<file path="src/rtl/core/sbrf_pkg.sv">
`default_nettype none

package sbrf_pkg;

  // Defaults for the top-level parameters
  localparam int SCREEN_WIDTH_DEF  = 240;
  localparam int SCREEN_HEIGHT_DEF = 240;
  localparam int STRIP_ROWS_DEF    = 16;

  // Fixed field widths
  localparam int COORD_W = 16;
  localparam int COLOR_W = 16;
  localparam int INDEX_W = 12;
  localparam int TOP_OUT_W = 8;
  localparam int ROWS_OUT_W = 5;

  // Signed width for clip arithmetic: holds x+w, y+h and strip bottom
  localparam int CLIP_W = 18;

  typedef enum logic [1:0] {
    OP_FILL_RECT   = 2'd0,
    OP_BEGIN_FRAME = 2'd1,
    OP_NEXT_STRIP  = 2'd2,
    OP_READ_PIXEL  = 2'd3
  } opcode_t;

  typedef enum logic [2:0] {
    ST_IDLE,
    ST_EXEC,
    ST_PREP,
    ST_FILL,
    ST_CLEAR,
    ST_READ,
    ST_DONE
  } state_t;

  typedef struct packed {
    logic latch;
    logic exec;
    logic prep;
    logic fill_step;
    logic clear_step;
    logic read_en;
    logic load_out;
  } cmd_t;

  typedef struct packed {
    opcode_t op;
    logic    fill_empty;
    logic    more;
    logic    fill_last;
    logic    clear_last;
  } status_t;

endpackage

`default_nettype wire

</file>
<file path="src/rtl/core/sbrf_ctrl.sv">
`default_nettype none

module sbrf_ctrl (
  input  wire logic              clk,
  input  wire logic              rst,
  input  wire logic              in_valid,
  output logic                   in_ready,
  output logic                   out_valid,
  input  wire logic              out_ready,
  input  wire sbrf_pkg::status_t status,
  output sbrf_pkg::cmd_t         cmd
);

  sbrf_pkg::state_t state, state_next;
  logic             out_valid_next;
  logic             can_load;

  assign can_load = !out_valid || out_ready;

  always_ff @(posedge clk) begin
    if (rst) begin
      state     <= sbrf_pkg::ST_IDLE;
      out_valid <= 1'b0;
    end else begin
      state     <= state_next;
      out_valid <= out_valid_next;
    end
  end

  always_comb begin
    state_next = state;
    case (state)
      sbrf_pkg::ST_IDLE: begin
        if (in_valid) state_next = sbrf_pkg::ST_EXEC;
      end
      sbrf_pkg::ST_EXEC: begin
        state_next = sbrf_pkg::ST_PREP;
      end
      sbrf_pkg::ST_PREP: begin
        case (status.op)
          sbrf_pkg::OP_FILL_RECT: begin
            state_next = status.fill_empty ? sbrf_pkg::ST_DONE : sbrf_pkg::ST_FILL;
          end
          sbrf_pkg::OP_BEGIN_FRAME: begin
            state_next = sbrf_pkg::ST_CLEAR;
          end
          sbrf_pkg::OP_NEXT_STRIP: begin
            state_next = status.more ? sbrf_pkg::ST_CLEAR : sbrf_pkg::ST_DONE;
          end
          sbrf_pkg::OP_READ_PIXEL: begin
            state_next = sbrf_pkg::ST_READ;
          end
          default: begin
            state_next = sbrf_pkg::ST_DONE;
          end
        endcase
      end
      sbrf_pkg::ST_FILL: begin
        if (status.fill_last) state_next = sbrf_pkg::ST_DONE;
      end
      sbrf_pkg::ST_CLEAR: begin
        if (status.clear_last) state_next = sbrf_pkg::ST_DONE;
      end
      sbrf_pkg::ST_READ: begin
        state_next = sbrf_pkg::ST_DONE;
      end
      sbrf_pkg::ST_DONE: begin
        if (can_load) state_next = sbrf_pkg::ST_IDLE;
      end
      default: begin
        state_next = sbrf_pkg::ST_IDLE;
      end
    endcase
  end

  always_comb begin
    cmd            = '0;
    in_ready       = 1'b0;
    out_valid_next = out_valid && !out_ready;
    case (state)
      sbrf_pkg::ST_IDLE: begin
        // nothing is taken while reset is held
        in_ready  = !rst;
        cmd.latch = in_valid && !rst;
      end
      sbrf_pkg::ST_EXEC:  cmd.exec       = 1'b1;
      sbrf_pkg::ST_PREP:  cmd.prep       = 1'b1;
      sbrf_pkg::ST_FILL:  cmd.fill_step  = 1'b1;
      sbrf_pkg::ST_CLEAR: cmd.clear_step = 1'b1;
      sbrf_pkg::ST_READ:  cmd.read_en    = 1'b1;
      sbrf_pkg::ST_DONE: begin
        cmd.load_out = can_load;
        if (can_load) out_valid_next = 1'b1;
      end
      default: begin
        cmd = '0;
      end
    endcase
  end

  // A request accepted always starts execution on the next cycle
  a_accept_exec: assert property (@(posedge clk) disable iff (rst)
    in_valid && in_ready |=> state == sbrf_pkg::ST_EXEC)
    else $error("accepted request did not start execution");

  // A pending result is never overwritten
  a_no_overwrite: assert property (@(posedge clk) disable iff (rst)
    cmd.load_out |-> (!out_valid || out_ready))
    else $error("result register overwritten while pending");

  // A fill keeps stepping until its last pixel
  a_fill_runs: assert property (@(posedge clk) disable iff (rst)
    state == sbrf_pkg::ST_FILL && !status.fill_last |=> state == sbrf_pkg::ST_FILL)
    else $error("fill ended early");

  // An empty rectangle writes nothing
  a_empty_skip: assert property (@(posedge clk) disable iff (rst)
    state == sbrf_pkg::ST_PREP && status.op == sbrf_pkg::OP_FILL_RECT &&
    status.fill_empty |=> state == sbrf_pkg::ST_DONE)
    else $error("empty rectangle entered fill");

endmodule

`default_nettype wire

</file>
<file path="config.mk">
export PLATFORM = sky130hd
export DESIGN_NAME = sbrf_ctrl
export DESIGN_NICKNAME = d
export VERILOG_FILES = /design/src/rtl/core/sbrf_pkg.sv /design/src/rtl/core/sbrf_ctrl.sv
export SDC_FILE = /design/constraint.sdc
export NUM_CORES = 1
export LEC_CHECK = 0
export BUFFER_PORTS_ARGS = -buffer_cell sky130_fd_sc_hd__buf_2
export CORE_AREA = 5 5 42 44
export DETAILED_ROUTE_END_ITERATION = 6
export DIE_AREA = 0 0 47 49
export PLACE_DENSITY_LB_ADDON = 0.1
export SETUP_SLACK_MARGIN = 0.02
export SYNTH_ARGS = -nofsm -noshare
export SYNTH_HDL_FRONTEND = slang
export SYNTH_SLANG_ARGS = --single-unit
</file>
<file path="constraint.sdc">
create_clock -name clk -period 1.4 [get_ports clk]
set_clock_uncertainty 0.05 [all_clocks]
set_input_delay 0.35 -clock clk [delete_from_list [all_inputs] [get_ports clk]]
set_output_delay 0.35 -clock clk [all_outputs]
set_load 0.05 [all_outputs]
</file>
======== After elaboration in Yosys (flattened, before gate mapping) ========
Index checks and enable logic that the tools add are counted.
storage, ports and cells
  flip-flop bits (word level) ............. 4
  input port bits ......................... 10
  output and inout bits ................... 9
  logic and storage cells ................. 42
cells by class
  equality and inequality tests ........... 13
  mux-type cells .......................... 18
  reduce and logical (&&, ||, !) cells .... 9
operators by type and width
  cell                number
  $pmux 3 s7          1
  $mux 3              5
  $pmux 3 s4          1
  $mux 1              10
  $eq 3x3->1 const B  3
  $ne 2x2->1 const B  4
  $eq 3x2->1 const B  2
  $eq 2x2->1 const B  2
  $reduce_and 4->1    1
  $eq 3x1->1 const B  1
  $logic_not 1->1     3
  $logic_not 3->1     1
  $eq 2x1->1 const B  1
  $logic_and 1x1->1   2
  $logic_not 2->1     1
  $mux 2              1
  $logic_or 1x1->1    1

======== Depth between registers and ports, before layout ========
  word-level depth ........................ 4
  mapped depth ............................ 4
  depth with buffers taken out ............ 3

======== Worst setup path before layout ========
OpenSTA, ideal clock, no wires.
  path kind ............................... register to output
  start ................................... reg state[0]
  end ..................................... out cmd[6] (netlist name)
  arrival ................................. 1995 ps
  required time ........................... 1000 ps
  path slack .............................. -995 ps
  stages on the path, launching flop included .. 4
  buffers on the path ..................... 1
  cell sequence ........................... dfxtp_1 buf_6 nor4_2 and2_1
RTL lines
  what                    line             source
  start, declared         sbrf_ctrl.sv:14  sbrf_pkg::state_t state, state_next;
  start signal, assigned  sbrf_ctrl.sv:22  state <= sbrf_pkg::ST_IDLE;
  start signal, assigned  sbrf_ctrl.sv:25  state <= state_next;
  end, declared           sbrf_ctrl.sv:11  output sbrf_pkg::cmd_t cmd

==> metrics.cfg <==
[hold_path]
min_from=rst
min_to=state[2]
holdPathStages=3
hold_class=in -> reg

[routing]
ant_nets=0
met3WireLength_microns=37
drt_pass1_iterations=4
drt_iter0_markers=17
via_per_inst=4.70
drc_errors=0
routedWlPerCell_microns=12.5
drt-total-wl_mm=1.11
via_count=418
wl_met2_microns=527
top_layer=met4
wl_met1_microns=523

[floorplan]
core_sq_um=1400
die-area_sq_um=2300
rows=14
initial_core_util_pct=22.0
die_h_microns=49
die_x_microns=47
io_pins=19

[timing]
fin_setup_tns_ns=-0.985
post-route-period-util_pct=113
layout_setup_ws_ns=-0.177
setup_viol=8
rsz0062_at_grt=yes
min_period_ns=1.58
max_clock_freq_mhz=634
worst_pin_slew_ns=0.366
hold_viol=0
slew_headroom_pct=75.6
slew_violations=0

[logic_synthesis]
ys_async_sr_fraction_pct=0
synth_seq_area_share_pct=26.0
netlist_instances=38
ys_types=24
syn_area_sq_um=308
synth-edff-count=0
synth.most_common_cell=nor3_1
synth_top_area_share_pct=26.0
avgSynthCellArea_sq_um=8.10
synth_area_leaders=dfxtp_1, nor3_1, a21oi_1
ys_warn_count=0
synth.net_count=48
ys_ff_latch=4
synth_ff_type=dfxtp_1
yosys.area.top_type=dfxtp_1
netlist_top_cells_count=nor3_1, dfxtp_1, a21oi_1

[clocking]
insertion_delay_ns=0.24
clock_path_buffers=2
cts_max_level=1
cts_tree=done
path_clk_slew_ns=0.04
postCtsHoldBufs=0
cts_buffers=3
clkSinkCount=4
root_buffer=clkbuf_4

[global_route]
grt_pass1_wl_mm=1.89
grt_max_degree=8
antenna_found_initial=0
overflow=0
grt_pass1_vias=424
grtUsageTotal_pct=11.6

[worst_setup_path]
cp.required_ns=1.00
r2r_end=state[2]
reg2reg_from=state[0]
critical_path_class=reg -> out
crit_fanout=5
cp-end-kind=output pin
timing.reg2reg.setup_slack_ns=0.10
cp-start-kind=flip-flop
arrival_ns=1.18
r2r_cells=4

[cells_and_area]
final_nets=84
design_area_sq_um=711
drive_gt1_share_pct=75.3
utilization_pct=50.7
fillers=142
antennaDiodeCount=0
final_cells=89
syn2layout_area_growth_pct=131

[placement]
dp_hpwl_microns=826
place.gp.congestion=0.696
place_inst=81
placed_area_sq_um=549
port_buffers=18

[job]
max-cap-violations=0

[status]
violations=setup timing
status=complete, but fails checks

[pwr]
p_per_area_nw_per_um2=841
ir_drop_v=0.000393
leakage_nw=0.305

## flip-flops by register name (all words and copies together) (netlist names)
name	flops
state	3
out_valid	1
## worst max-delay path, stage by stage (launching register included)
cell     delay, ns
dfxtp_4       0.36
nor4_4        0.26
and2_4        0.19
buf_8         0.14
## logic make-up (layout without fill, tap and decap cells)
kind of cell / count (synthesis) / count (layout) / share of synthesized area (%)
buf+inv: 5 / 40 / 10.2
simple gates: 16 / 16 / 33.7
flops: 4 / 4 / 26.0
compound gates: 13 / 13 / 30.1
## repair_timing
| item | 4_1_cts | 5_1_grt |
|---|---|---|
| gates resized for setup | 19 | 16 |
| hold endpoints to repair | 0 | 0 |
| pin swaps | 1 | 0 |
| endpoints found under the setup margin | 8 | 9 |
| buffers inserted | 2 | 2 |
## how the worst max path moves through the flow
stage,start,endpoint,slack (ns),cells past startpoint
final,state[1],cmd[6],-0.18,3
after global routing,state[1],cmd[6],-0.25,3
after CTS,state[1],cmd[6],-0.18,3
after detailed placement,rst,cmd[6],-0.17,4
after global placement,rst,cmd[6],-0.16,4
after floorplan,state[1],cmd[6],-0.46,3
## routing by layer
metal  track usage, %  up-vias
met5                0        -
met2             14.7       10
met3             3.32        2
met1             15.9      191
li1                 -      215
met4             8.29        0
## report_power, final
part / switching, W / internal (W) / total [W] / leakage (nW)
clock network: 0.0000537 / 0.000107 / 0.000161 / 0.0150
logic: 0.000147 / 0.000147 / 0.000294 / 0.255
registers: 0.0000214 / 0.000122 / 0.000143 / 0.0356
total: 0.000222 / 0.000376 / 0.000598 / 0.305
## placed cells by master (no fill, tap or decap), types with 3 or more instances in the layout
master | Yosys | final
buf_4 | 0 | 14
buf_2 | 2 | 10
buf_6 | 1 | 6
nor3_4 | 0 | 4
dfxtp_4 | 0 | 4
buf_8 | 0 | 4
a21oi_1 | 3 | 3
clkbuf_4 | 0 | 3
## final cells by class
| type | instances | area (sq um) | share of cell area (%) |
|---|---|---|---|
| tap | 16 | 20.0 | 2.82 |
| inverter | 2 | 17.5 | 2.46 |
| multi-input combinational | 29 | 269 | 37.9 |
| clock buffer | 4 | 26.3 | 3.70 |
| sequential | 4 | 95.1 | 13.4 |
| timing repair buffer | 34 | 283 | 39.8 |
## metrics by stage
step / total power [W] / hold slack (ns) / worst slack (ns)
detailed placement: 0.000370 / 0.611 / -0.169
floorplan: 0.000293 / 0.362 / -0.457
global route: 0.000639 / 0.376 / -0.255
global placement: 0.000374 / 0.611 / -0.161
finish: 0.000598 / 0.379 / -0.177
CTS: 0.000568 / 0.370 / -0.179
No activity file was read; power rests on OpenSTA's default activity.
